--- src/sv/epc_pkg.sv ---
package epc_pkg;

	localparam int TEXT_W     = 8;
	localparam int COUNT_W    = 32;
	localparam int PATTERN_W  = 64;
	localparam int LEN_W      = 4;
	localparam int CFG_IDX_W  = 1;
	localparam logic [LEN_W-1:0] SEEN_LIMIT = 4'd15;
	localparam logic [COUNT_W-1:0] COUNT_MAX = '1;

	typedef enum logic [CFG_IDX_W-1:0] {
		REG_PATTERN_BYTES  = 1'b0,
		REG_PATTERN_LENGTH = 1'b1
	} cfg_reg_t;

	typedef struct packed {
		logic hit;
		logic before_letter;
	} win_status_t;

	function automatic logic is_letter(input logic [TEXT_W-1:0] c);
		is_letter = (c >= 8'h41 && c <= 8'h5a) || (c >= 8'h61 && c <= 8'h7a);
	endfunction

endpackage

--- src/sv/epc_window.sv ---
module epc_window #(
	parameter int MAX_PATTERN = 8
) (
	input  logic                          clk,
	input  logic                          arst_n,
	input  logic                          shift,
	input  logic                          clear,
	input  logic [epc_pkg::TEXT_W-1:0]    text_byte,
	input  logic [epc_pkg::PATTERN_W-1:0] pattern,
	input  logic [epc_pkg::LEN_W-1:0]     len,
	output epc_pkg::win_status_t          status
);
	import epc_pkg::*;

	localparam int DEPTH = MAX_PATTERN + 1;
	localparam int IDX_W = $clog2(DEPTH);

	logic [TEXT_W-1:0] win_q [DEPTH];
	logic [TEXT_W-1:0] win_nxt [DEPTH];
	logic [LEN_W-1:0]  seen_q;
	logic [LEN_W-1:0]  seen_nxt;
	logic [IDX_W-1:0]  len_w;

	assign len_w = len[IDX_W-1:0];

	always_comb begin
		win_nxt[0] = text_byte;
		for (int i = 1; i < DEPTH; i++) begin
			win_nxt[i] = win_q[i-1];
		end
		seen_nxt = (seen_q < SEEN_LIMIT) ? seen_q + 4'd1 : seen_q;
	end

	always_comb begin
		logic [IDX_W-1:0] pos;
		pos = '0;
		status.hit = (seen_nxt >= len);
		for (int i = 0; i < MAX_PATTERN; i++) begin
			pos = len_w - IDX_W'(1) - IDX_W'(i);
			if (LEN_W'(i) < len && win_nxt[pos] != pattern[8*i +: 8]) begin
				status.hit = 1'b0;
			end
		end
		status.before_letter = (seen_nxt > len) && is_letter(win_nxt[len_w]);
	end

	always_ff @(posedge clk or negedge arst_n) begin
		if (!arst_n) begin
			for (int i = 0; i < DEPTH; i++) begin
				win_q[i] <= '0;
			end
			seen_q <= '0;
		end else if (shift) begin
			if (clear) begin
				for (int i = 0; i < DEPTH; i++) begin
					win_q[i] <= '0;
				end
				seen_q <= '0;
			end else begin
				win_q  <= win_nxt;
				seen_q <= seen_nxt;
			end
		end
	end

endmodule

--- src/sv/embedded_pattern_counter_top.sv ---
// embedded pattern counter
// text arrives on the input channel one byte per transfer (in_valid / in_stall),
// with end_of_text set on the last byte. every occurrence of the configured
// pattern, overlaps included, counts when the byte before or after it is an
// ascii letter. on the last byte one result transfer carries match_count
// (saturating at 2^32-1) on out_valid / out_stall, and the text state clears.
// configuration (pattern_bytes at index 0, pattern_length at index 1) is written
// on cfg_valid / cfg_ready, which is always high; the user must write it only
// while the block is idle, as the block itself does not enforce this. a byte is
// registered in the input register; when a final byte leaves it, its count is
// registered in the output register. throughput is one byte per cycle, set by the
// combinational window compare and count update, unless a final byte waits.
// reset clears the window, the count and the output valid flag, and sets the
// pattern to zero with length one. while the receiver stalls, bytes that give no
// result keep flowing; a final byte waits in the input register and stalls the
// input until the pending result has been taken.
module embedded_pattern_counter_top #(
	parameter int MAX_PATTERN = 8
) (
	input  logic                            clk,
	input  logic                            arst_n,
	input  logic                            in_valid,
	output logic                            in_stall,
	input  logic [epc_pkg::TEXT_W-1:0]      text_byte,
	input  logic                            end_of_text,
	output logic                            out_valid,
	input  logic                            out_stall,
	output logic [epc_pkg::COUNT_W-1:0]     match_count,
	input  logic                            cfg_valid,
	output logic                            cfg_ready,
	input  logic [epc_pkg::CFG_IDX_W-1:0]   cfg_index,
	input  logic [epc_pkg::PATTERN_W-1:0]   cfg_data
);
	import epc_pkg::*;

	logic [PATTERN_W-1:0] pattern_q;
	logic [LEN_W-1:0]     length_q;
	logic [LEN_W-1:0]     used_len;

	logic                 valid_s1;
	logic [TEXT_W-1:0]    byte_s1;
	logic                 last_s1;

	logic                 waiting_q;
	logic [COUNT_W-1:0]   count_q;
	logic                 out_valid_q;
	logic [COUNT_W-1:0]   out_count_q;

	logic                 out_free;
	logic                 advance;
	win_status_t          win_status;
	logic                 inc_after;
	logic                 inc_before;
	logic [COUNT_W:0]     sum;
	logic [COUNT_W-1:0]   count_nxt;

	assign cfg_ready = 1'b1;

	always_ff @(posedge clk or negedge arst_n) begin
		if (!arst_n) begin
			pattern_q <= '0;
			length_q  <= 4'd1;
		end else if (cfg_valid && cfg_ready) begin
			unique case (cfg_reg_t'(cfg_index))
				REG_PATTERN_BYTES:  pattern_q <= cfg_data;
				REG_PATTERN_LENGTH: length_q  <= cfg_data[LEN_W-1:0];
				default: ;
			endcase
		end
	end

	always_comb begin
		used_len = length_q;
		if (length_q == '0) begin
			used_len = 4'd1;
		end else if (length_q > LEN_W'(MAX_PATTERN)) begin
			used_len = LEN_W'(MAX_PATTERN);
		end
	end

	// transfer handshakes
	assign out_free = !out_valid_q || !out_stall;
	assign advance  = valid_s1 && (!last_s1 || out_free);
	assign in_stall = valid_s1 && !advance;

	always_ff @(posedge clk or negedge arst_n) begin
		if (!arst_n) begin
			valid_s1 <= 1'b0;
		end else if (!in_stall) begin
			valid_s1 <= in_valid;
		end
	end

	always_ff @(posedge clk) begin
		if (in_valid && !in_stall) begin
			byte_s1 <= text_byte;
			last_s1 <= end_of_text;
		end
	end

	epc_window #(
		.MAX_PATTERN(MAX_PATTERN)
	) u_window (
		.clk       (clk),
		.arst_n    (arst_n),
		.shift     (advance),
		.clear     (last_s1),
		.text_byte (byte_s1),
		.pattern   (pattern_q),
		.len       (used_len),
		.status    (win_status)
	);

	// count update, at most two increments per byte
	always_comb begin
		inc_after  = waiting_q && is_letter(byte_s1);
		inc_before = win_status.hit && win_status.before_letter;
		sum = {1'b0, count_q} + (COUNT_W+1)'(inc_after) + (COUNT_W+1)'(inc_before);
		count_nxt = sum[COUNT_W] ? COUNT_MAX : sum[COUNT_W-1:0];
	end

	always_ff @(posedge clk or negedge arst_n) begin
		if (!arst_n) begin
			waiting_q <= 1'b0;
			count_q   <= '0;
		end else if (advance) begin
			if (last_s1) begin
				waiting_q <= 1'b0;
				count_q   <= '0;
			end else begin
				waiting_q <= win_status.hit && !win_status.before_letter;
				count_q   <= count_nxt;
			end
		end
	end

	always_ff @(posedge clk or negedge arst_n) begin
		if (!arst_n) begin
			out_valid_q <= 1'b0;
		end else if (advance && last_s1) begin
			out_valid_q <= 1'b1;
		end else if (!out_stall) begin
			out_valid_q <= 1'b0;
		end
	end

	always_ff @(posedge clk) begin
		if (advance && last_s1) begin
			out_count_q <= count_nxt;
		end
	end

	assign out_valid   = out_valid_q;
	assign match_count = out_count_q;

endmodule

--- config.mk ---
export PLATFORM = sky130hd
export DESIGN_NAME = embedded_pattern_counter_top
export DESIGN_NICKNAME = d
export VERILOG_FILES = /design/src/sv/epc_pkg.sv /design/src/sv/epc_window.sv /design/src/sv/embedded_pattern_counter_top.sv
export SDC_FILE = /design/constraint.sdc
export NUM_CORES = 1
export LEC_CHECK = 0
export BUFFER_PORTS_ARGS = -buffer_cell sky130_fd_sc_hd__buf_2
export CELL_PAD_IN_SITES_DETAIL_PLACEMENT = 1
export CELL_PAD_IN_SITES_GLOBAL_PLACEMENT = 1
export CORE_ASPECT_RATIO = 1.25
export CORE_UTILIZATION = 40
export DETAILED_ROUTE_END_ITERATION = 10
export GPL_ROUTABILITY_DRIVEN = 0
export PLACE_DENSITY_LB_ADDON = 0.15
export SYNTH_ARGS = -nofsm -noshare
export SYNTH_HDL_FRONTEND = slang
export SYNTH_SLANG_ARGS = --single-unit
--- constraint.sdc ---
create_clock -name clk -period 9 [get_ports clk]
set_input_delay 0.9 -clock clk [delete_from_list [all_inputs] [get_ports clk]]
set_output_delay 0.9 -clock clk [all_outputs]
set_load 0.01 [all_outputs]
==> results.sh, run 1 <==
export IMPL_vias=13813
export IMPL_finalMaxSlewViolations=0
export IMPL_fin_cells=2174
export IMPL_worstMarginPinSlew_ns=1.165
export IMPL_via_per_inst=6.354
export IMPL_post_place_cells=2129
export IMPL_fin_skew_ns=0.01255
export IMPL_grt_use_met3=0.04854
export IMPL_top_usage_layer="met2"
export IMPL_cts_buffer_depth=3
export IMPL_startpoint_type="flip-flop"
export IMPL_setup_tns_ns=0
export IMPL_clock_fmax_ghz=0.1208
export IMPL_fill_cells=4257
export IMPL_reg2reg_to="count_q[14]"
export IMPL_rows=78
export IMPL_grt_max_degree=99
export IMPL_yosysUniqueCellTypes=99
export IMPL_post_cts_buffers=0
export IMPL_area_growth_pct=11.26
export IMPL_synth_edf_count=41
export IMPL_globalRoute_totalOverflow=0
export IMPL_die_w_microns=175.0
export IMPL_dr_pass1_iters=5
export IMPL_hold_ws_ns=0.3135
export IMPL_ios=114
export IMPL_finalHoldViolCount=0
export IMPL_use_met2=0.4790
export IMPL_io_buffer_count=112
export IMPL_wl_microns=55270
export IMPL_ant_nets=0
export IMPL_most_common_layout_cells="227 x nand2_1, 168 x dfrtp_1, 111 x buf_2, 91 x a21oi_1, 89 x o21ai_0"
export IMPL_synthArstFlopShare=0.8066
export IMPL_cp_startpoint="length_q[0]"
export IMPL_swShare=0.3937
export IMPL_r2r_start="length_q[0]"
export IMPL_fin_crit_sh=0.9197
export IMPL_clock_latency_ns=0.55
export IMPL_grt_use_met1=0.3561
export IMPL_rsz0062_at_grt="false"
export IMPL_start_util=0.4087
export IMPL_die_area_sq_um=38170
export IMPL_max_cap_viol_count=0
export IMPL_p_comb_frac=0.388
export IMPL_h_tree_depth=1
export IMPL_min_path_type="primary input to asynchronous set/reset pin"
export IMPL_clockPowerShare=0.284
export IMPL_max_slew_margin=0.2179
export IMPL_post_drt_wl_per_cell_microns=25.42
export IMPL_cts_tree="built"
export IMPL_critPathCapture="count_q[14]"
export IMPL_syn_inst=1636
export IMPL_reg2reg_slack_ns=0.72
export IMPL_drive_above_1_share=0.1913
export IMPL_cts_clk_slew_worst_paths_ns=0.06
export IMPL_drt_iter0_drc=908
export IMPL_synth_fp_nets=1733
export IMPL_grtUsageTotal=0.2912
export IMPL_reg2regPathDepth=29
export IMPL_total_leakage_power_nw=7.087
export IMPL_drc=0
export IMPL_switchingPower_w=0.001390
export IMPL_cts_sinks=212
export IMPL_setup_viol=0
export IMPL_grt_pass1_vias=14471
export IMPL_p_per_area_nw_per_um2=212.2
export IMPL_cts_root_buf="clkbuf_16"
export IMPL_die_y_microns=218.2
export IMPL_path_common_cell="ha_1"
export IMPL_worstPathMaxFanout=69
export IMPL_critPathSlowestCell="xnor2_1"
export IMPL_synth_warnings=0
export IMPL_max_stage_delay_ns=0.93
export IMPL_finalPower_w=0.003531
export IMPL_ys_seq_area_frac=0.3685
export IMPL_end_kind="flip-flop"
export IMPL_fin_nets=1773
export IMPL_synth_flop_cell="dfrtp_1"
export IMPL_cp_required_ns=9.46
export IMPL_path_class="flip-flop to flip-flop"
export IMPL_cp_arrival_ns=8.74
export IMPL_cts_hold_buf=0
export IMPL_diodes=0
export IMPL_layout_commonest_cell="nand2_1"
export IMPL_yosys_register_bits=212
export IMPL_numCtsBuffers=25
export IMPL_status="finished clean"
export IMPL_antenna_found_initial=0
export IMPL_fin_crit_ns=8.277
export IMPL_seqPwrFrac=0.329
export IMPL_post_dp_hpwl_microns=39140
export IMPL_synth_area_sq_um=14960
export IMPL_ir_drop_v=0.0001077
export IMPL_cts_resized=0
export IMPL_syn_area_per_cell_sq_um=9.142
export IMPL_core_sq_um=36600
export IMPL_grt_first_pass_wirelength_microns=86190
export IMPL_intPower_w=0.002141
==> state kept, by name (all words and copies together) (netlist names) <==
signal and cells:
waiting_q 1, last_s1 1, count_q 32, length_q 4
pattern_q 64, out_valid 1, match_count 32, byte_s1 8
u_window.win_nxt 64, u_window.seen_q 4, valid_s1 1
==> Yosys cell counts, drive strengths merged, types with 17 or more instances <==
cell,instances,area share
a21oi,92,0.031
ha,17,0.014
edfxtp,41,0.082
nor2,67,0.018
mux4,26,0.039
o21ai,91,0.030
buf,59,0.020
nor3,20,0.0070
inv,41,0.011
a31oi,19,0.0084
nand2b,19,0.0084
o211ai,20,0.010
xnor2,40,0.024
clkbuf,82,0.021
mux2i,38,0.025
and3,30,0.013
xor2,33,0.019
nand4,20,0.0084
nand2,229,0.058
mux2,72,0.054
nand3b,59,0.030
o22ai,19,0.0079
dfrtp,170,0.28
o31ai,19,0.010
nand3,52,0.017
==> metrics by stage <==
step | cell area [sq um] | utilization | setup slack (ns)
6_report | 16640 | 0.4547 | 0.7229
3_3_place_gp | 15850 | 0.4331 | 1.109
5_1_grt | 16640 | 0.4547 | 0.1251
3_5_place_dp | 15850 | 0.4331 | 0.8437
4_1_cts | 16640 | 0.4547 | 0.7852
2_1_floorplan | 14960 | - | 1.509
==> worst min path at each step <==
| stage | startpoint | endpoint | slack, ns |
|---|---|---|---|
| 6_report | arst_n | pattern_q[54] | 0.31 |
| 5_1_grt | arst_n | pattern_q[54] | 0.35 |
| 4_1_cts | arst_n | pattern_q[54] | 0.32 |
| 3_5_place_dp | count_q[7] | count_q[7] | 0.51 |
| 3_3_place_gp | count_q[7] | count_q[7] | 0.50 |
| 2_1_floorplan | waiting_q | waiting_q | 0.47 |
==> layer usage <==
layer  wire, microns  share of wire  up-vias
li1                -              -     6159
met1           21960           0.40     6944
met2           25960           0.47      528
met3            3691          0.067      182
met4            3656          0.066        0
met5               0              0        -
==> cell type report <==
class / instances / area [sq um] / area share
multi-input combinational: 1239 / 8685 / 0.5219
sequential: 212 / 5514 / 0.3314
timing repair buffer: 154 / 882.1 / 0.05301
clock buffer: 35 / 693.2 / 0.04165
tap: 480 / 600.6 / 0.03609
inverter: 44 / 170.2 / 0.01023
clock inverter: 10 / 96.34 / 0.005789
==> worst max-delay path, delay by kind of cell (launching register included) <==
| kind | cells | cell delay (ns) |
|---|---|---|
| flip-flops | 1 | 0.54 |
| AO/OA/AOI/OAI | 6 | 1.15 |
| buffers and inverters | 3 | 0.47 |
| adder cells (fa/ha/maj) | 5 | 1.42 |
| AND/OR/NAND/NOR | 14 | 3.58 |
| XOR/XNOR | 1 | 0.93 |
==> power by group through the flow <==
stage	clock, W	sequential, W	combinational (W)
detailed placement	0	0.00117	0.00134
global route	0.00106	0.00117	0.00146
CTS	0.00103	0.00116	0.00134
finish	0.00100	0.00116	0.00137
floorplan	0	0.00112	0.000958
global placement	0	0.00117	0.00131
==> cell families after synthesis <==
logic type	after synthesis	synth area share
AOI/OAI and AO/OA	444	0.2070
xor gates and xnor gates	73	0.04325
adders and majority gates	18	0.01556
buffers and inverters	185	0.05220
DFF	212	0.3685
muxes	136	0.1188
other	1	0.0002507
and+or+nand+nor	567	0.1945
(Power assumes the default switching activity.)
==> inputs of run 2 (changes only) <==
- PLACE_DENSITY: not set -> 0.82
- PLACE_DENSITY_LB_ADDON: 0.15 -> not set
==> run 2 against run 1 <==
Register-to-register slack worse by 0.18 ns; critical path depth up 1; global-route usage down 0.87 points; via count up 2.8%; sequential share of layout area about the same; highest routed layer unchanged.
==> results.sh, run 2 (same netlist as run 1, synthesis figures left out) <==
export IMPL_status="finished clean"
export IMPL_max_cap_viol_count=0
export IMPL_path_class="flip-flop to flip-flop"
export IMPL_die_area_sq_um=38170
export IMPL_grt_pass1_vias=14594
export IMPL_min_path_type="primary input to asynchronous set/reset pin"
export IMPL_wl_microns=54240
export IMPL_grt_first_pass_wirelength_microns=84380
export IMPL_h_tree_depth=1
export IMPL_drc=0
export IMPL_fin_area_sq_um=16640
export IMPL_post_dp_hpwl_microns=37600
export IMPL_most_common_layout_cells="227 x nand2_1, 168 x dfrtp_1, 111 x buf_2, 91 x a21oi_1, 89 x o21ai_0"
export IMPL_ant_nets=0
export IMPL_cts_tree="built"
export IMPL_fin_crit_ns=8.458
export IMPL_finalMaxSlewViolations=0
export IMPL_rows=78
export IMPL_seqPwrFrac=0.329
export IMPL_reg2reg_slack_ns=0.54
export IMPL_finalHoldViolCount=0
export IMPL_grt_max_degree=102
export IMPL_setup_viol=0
export IMPL_hold_ws_ns=0.2800
export IMPL_cts_sinks=212
export IMPL_via_per_inst=6.547
export IMPL_reg2regPathDepth=30
export IMPL_p_per_area_nw_per_um2=212.8
export IMPL_io_buffer_count=112
export IMPL_intPower_w=0.002149
export IMPL_cts_root_buf="clkbuf_16"
export IMPL_cp_arrival_ns=8.95
export IMPL_clockPowerShare=0.290
export IMPL_worstPathMaxFanout=50
export IMPL_startpoint_type="flip-flop"
export IMPL_drt_iter0_drc=1355
export IMPL_clock_latency_ns=0.57
export IMPL_total_leakage_power_nw=7.079
export IMPL_swShare=0.3931
export IMPL_globalRoute_totalOverflow=0
export IMPL_r2r_start="length_q[1]"
export IMPL_start_util=0.4087
export IMPL_rsz0062_at_grt="false"
export IMPL_setup_tns_ns=0
export IMPL_fill_cells=4224
export IMPL_die_w_microns=175.0
export IMPL_ir_drop_v=0.0001295
export IMPL_place_ws_ns=0.4824
export IMPL_die_y_microns=218.2
export IMPL_dr_pass1_iters=6
export IMPL_max_stage_delay_ns=0.60
export IMPL_max_slew_margin=0.1286
export IMPL_worst_slack_ns=0.5424
export IMPL_fin_skew_ns=0.01111
export IMPL_diodes=0
export IMPL_drive_above_1_share=0.1895
export IMPL_end_kind="flip-flop"
export IMPL_numCtsBuffers=25
export IMPL_clock_fmax_ghz=0.1182
export IMPL_core_sq_um=36600
export IMPL_antenna_found_initial=0
export IMPL_cts_buffer_depth=3
export IMPL_grtUsageTotal=0.2825
export IMPL_area_growth_pct=11.25
export IMPL_worstMarginPinSlew_ns=1.293
export IMPL_p_comb_frac=0.380
export IMPL_ios=114
export IMPL_post_cts_buffers=0
export IMPL_switchingPower_w=0.001392
export IMPL_fin_crit_sh=0.9397
export IMPL_fin_nets=1767
export IMPL_cts_clk_slew_worst_paths_ns=0.06
export IMPL_path_common_cell="ha_1"
export IMPL_place_area_sq_um=15810
export IMPL_critPathSlowestCell="nor4_2"
export IMPL_post_drt_wl_per_cell_microns=25.01
export IMPL_layout_commonest_cell="nand2_1"
export IMPL_reg2reg_to="count_q[24]"
export IMPL_vias=14201
export IMPL_cp_required_ns=9.50
[run 2: what timing repair did]
action / in CTS / in global routing
gates resized for setup: 0 / 1
hold buffers: 0 / 0
setup endpoints to repair: 0 / 44
hold endpoints to repair: 0 / 0
[run 2: cell type report]
type,count,area [sq um],share of cell area
Clock buffer,38,745.7,0.04482
Sequential cell,212,5514,0.3314
Clock inverter,8,80.08,0.004812
Multi-Input combinational cell,1239,8692,0.5224
Timing Repair Buffer,148,837.1,0.05030
Inverter,44,170.2,0.01023
Tap cell,480,600.6,0.03609
[run 2: per-layer routing]
metal  share of wire  GRT usage  wire, microns  vias to the layer above
li1                -          -              -                     6162
met1            0.38     0.3434          20620                     7079
met2            0.46     0.4627          25170                      726
met3           0.090    0.05463           4898                      234
met4           0.065     0.1707           3545                        0
met5               0          0              0                        -
[run 2: how the worst max path moves through the flow]
stage	from	to	slack (ns)
after floorplan	length_q[1]	match_count[24]	1.51
after global placement	length_q[1]	count_q[14]	0.94
after detailed placement	length_q[1]	count_q[24]	0.48
after CTS	length_q[1]	count_q[24]	0.42
after global routing	length_q[1]	count_q[24]	0.06
final	length_q[1]	count_q[24]	0.54
[run 2: power groups by stage]
stage          Sequential [W]  Combinational, W  Clock, W
4_1_cts               0.00116           0.00131   0.00105
3_5_place_dp          0.00118           0.00130         0
5_1_grt               0.00117           0.00144   0.00108
3_3_place_gp          0.00117           0.00126         0
6_report              0.00117           0.00135   0.00103
2_1_floorplan         0.00112          0.000958         0
[run 2: critical path: cells and delay by family, from the launching register on]
| family | cells | cell delay [ns] |
|---|---|---|
| AND/OR/NAND/NOR | 13 | 3.54 |
| AO/OA/AOI/OAI | 7 | 1.68 |
| adder cells (fa/ha/maj) | 5 | 1.57 |
| buffers and inverters | 4 | 0.81 |
| flip-flops | 1 | 0.48 |
| XOR/XNOR | 1 | 0.31 |
[run 2: per-stage QoR]
stage / std cells / utilization / total power (W)
finish: 2169 / 0.4547 / 0.003541
global route: 2169 / 0.4547 / 0.003691
floorplan: 1636 / - / 0.002080
global placement: 2123 / 0.4319 / 0.002428
CTS: 2169 / 0.4545 / 0.003517
detailed placement: 2123 / 0.4319 / 0.002473
==> inputs of run 3 (changes only) <==
- BUFFER_PORTS_ARGS: -buffer_cell sky130_fd_sc_hd__buf_2 -> -buffer_cell sky130_fd_sc_hd__buf_4
==> run 3 against run 2 <==
Critical path depth shrank 1; via count shrank 0.80%; largest cell class unchanged; routed wire length shrank 0.29%; worst hold slack gained 0.023 ns; die area is the same; critical endpoint is now count_q[22]; combinational power is essentially flat; count of clock-buffer cells in the layout shrank 5.
==> results.sh, run 3 (same netlist as run 1, synthesis figures left out) <==
export IMPL_area_growth_pct=13.02
export IMPL_max_slew_margin=0.2429
export IMPL_diodes=0
export IMPL_place_area_sq_um=16090
export IMPL_cts_clk_slew_worst_paths_ns=0.06
export IMPL_cp_arrival_ns=8.95
export IMPL_multi_input_area_sq_um=8692
export IMPL_core_sq_um=36600
export IMPL_post_dp_hpwl_microns=37600
export IMPL_most_common_layout_cells="227 x nand2_1, 168 x dfrtp_1, 148 x buf_4, 91 x a21oi_1, 89 x o21ai_0"
export IMPL_layout_commonest_cell="nand2_1"
export IMPL_cts_hold_buf=0
export IMPL_critical_path_top_delay_family="simple AND/OR/NAND/NOR gates"
export IMPL_reg2regPathDepth=29
export IMPL_critPathCapture="count_q[22]"
export IMPL_p_per_area_nw_per_um2=208.0
export IMPL_drive_above_1_share=0.1918
export IMPL_path_common_cell="ha_1"
export IMPL_max_cap_viol_count=0
export IMPL_finalMaxSlewViolations=0
export IMPL_grt_first_pass_wirelength_microns=84240
export IMPL_vias=14088
export IMPL_min_path_type="primary input to asynchronous set/reset pin"
export IMPL_via_per_inst=6.495
export IMPL_worstPathMaxFanout=68
export IMPL_globalRoute_totalOverflow=0
export IMPL_finalHoldViolCount=0
export IMPL_wl_microns=54080
export IMPL_cp_startpoint="length_q[1]"
export IMPL_cts_sinks=212
export IMPL_reg2reg_to="count_q[22]"
export IMPL_die_w_microns=175.0
export IMPL_start_util=0.4087
export IMPL_fin_skew_ns=0.01507
export IMPL_clock_fmax_ghz=0.1180
export IMPL_final_util=0.4619
export IMPL_place_ws_ns=0.7145
export IMPL_post_drt_wl_per_cell_microns=24.93
export IMPL_status="finished clean"
export IMPL_total_leakage_power_nw=7.157
export IMPL_ant_nets=0
export IMPL_critical_path_depth=29
export IMPL_critPathBufInv=3
export IMPL_io_buffer_count=112
export IMPL_dr_pass1_iters=8
export IMPL_worst_slack_ns=0.5226
export IMPL_end_kind="flip-flop"
export IMPL_seqCellArea_sq_um=5514
export IMPL_die_y_microns=218.2
export IMPL_drt_iter0_drc=1754
export IMPL_setup_viol=0
export IMPL_clock_latency_ns=0.54
export IMPL_numCtsBuffers=25
export IMPL_r2r_start="length_q[1]"
export IMPL_cp_required_ns=9.48
export IMPL_max_stage_delay_ns=0.87
export IMPL_ir_drop_v=0.0001433
export IMPL_antenna_found_initial=0
export IMPL_ios=114
export IMPL_die_area_sq_um=38170
export IMPL_reg2reg_slack_ns=0.52
export IMPL_fin_crit_sh=0.9419
export IMPL_drc=0
export IMPL_grtUsageTotal=0.2828
export IMPL_setup_tns_ns=0
export IMPL_h_tree_depth=1
export IMPL_rsz0062_at_grt="false"
export IMPL_cts_root_buf="clkbuf_16"
export IMPL_cts_buffer_depth=3
export IMPL_startpoint_type="flip-flop"
export IMPL_cts_tree="built"
export IMPL_fin_crit_ns=8.477
export IMPL_worstMarginPinSlew_ns=1.131
export IMPL_critPathSlowestCell="xnor2_1"
export IMPL_fin_area_sq_um=16900
export IMPL_fin_nets=1768
export IMPL_rows=78
export IMPL_grt_max_degree=102
export IMPL_grt_pass1_vias=14394
export IMPL_path_class="flip-flop to flip-flop"
export IMPL_fill_cells=4230
[run 3: cell types whose count changed in the layout (fill, tap and decap cells not counted), sizes merged]
| cell | previous run | this run |
|---|---|---|
| clkinvlp | 0 | 1 |
| clkbuf | 38 | 33 |
| buf | 148 | 149 |
| clkinv | 9 | 12 |
[run 3: worst register-to-register path: cells and delay by family, from the launching register on]
kind / cells / cell delay (ns)
AND/OR/NAND/NOR: 12 / 3.22
XOR/XNOR: 1 / 0.87
buffers and inverters: 3 / 0.61
flip-flops: 1 / 0.49
adder cells (fa/ha/maj): 5 / 1.31
AO/OA/AOI/OAI: 8 / 1.91
[run 3: repair_timing]
item,in CTS,in global routing
resized for setup,0,1
endpoints found under the setup margin,0,5
setup buffers,0,0
[run 3: worst min path at each step]
stage          startpoint              endpoint  slack [ns]  cells past startpoint
6_report           arst_n         pattern_q[52]        0.30                      1
5_1_grt            arst_n         pattern_q[53]        0.32                      1
4_1_cts            arst_n  u_window.win_nxt[17]        0.31                      1
3_5_place_dp    waiting_q             waiting_q        0.51                      1
3_3_place_gp   count_q[7]            count_q[7]        0.49                      1
2_1_floorplan   waiting_q             waiting_q        0.47                      1
[run 3: layout make-up]
class	count	area share
Sequential cell	212	0.3262
Tap cell	480	0.03553
Clock inverter	12	0.005848
Timing Repair Buffer	149	0.06640
Clock buffer	33	0.04175
Multi-Input combinational cell	1239	0.5142
Inverter	44	0.01007
[run 3: report_power, final]
group	switching [W]	leakage (nW)	internal (W)
sequential	0.000125	2.64	0.00105
clock	0.000417	0.395	0.000580
combinational	0.000838	4.12	0.000508
[run 3: layer usage]
metal / part of all wire / up-vias / track usage
met5: 0 / - / 0
met4: 0.060 / 0 / 0.1542
met3: 0.088 / 221 / 0.05602
met2: 0.47 / 690 / 0.4620
met1: 0.39 / 7033 / 0.3503
li1: - / 6144 / -
[run 3: per-stage QoR]
stage                     power (W)  cells  hold WS, ns
after floorplan            0.002080   1636       0.4657
after global placement     0.002434   2124       0.4908
after detailed placement   0.002482   2124       0.5119
after CTS                  0.003498   2169       0.3052
after global routing       0.003672   2169       0.3240
final                      0.003517   2169       0.3032
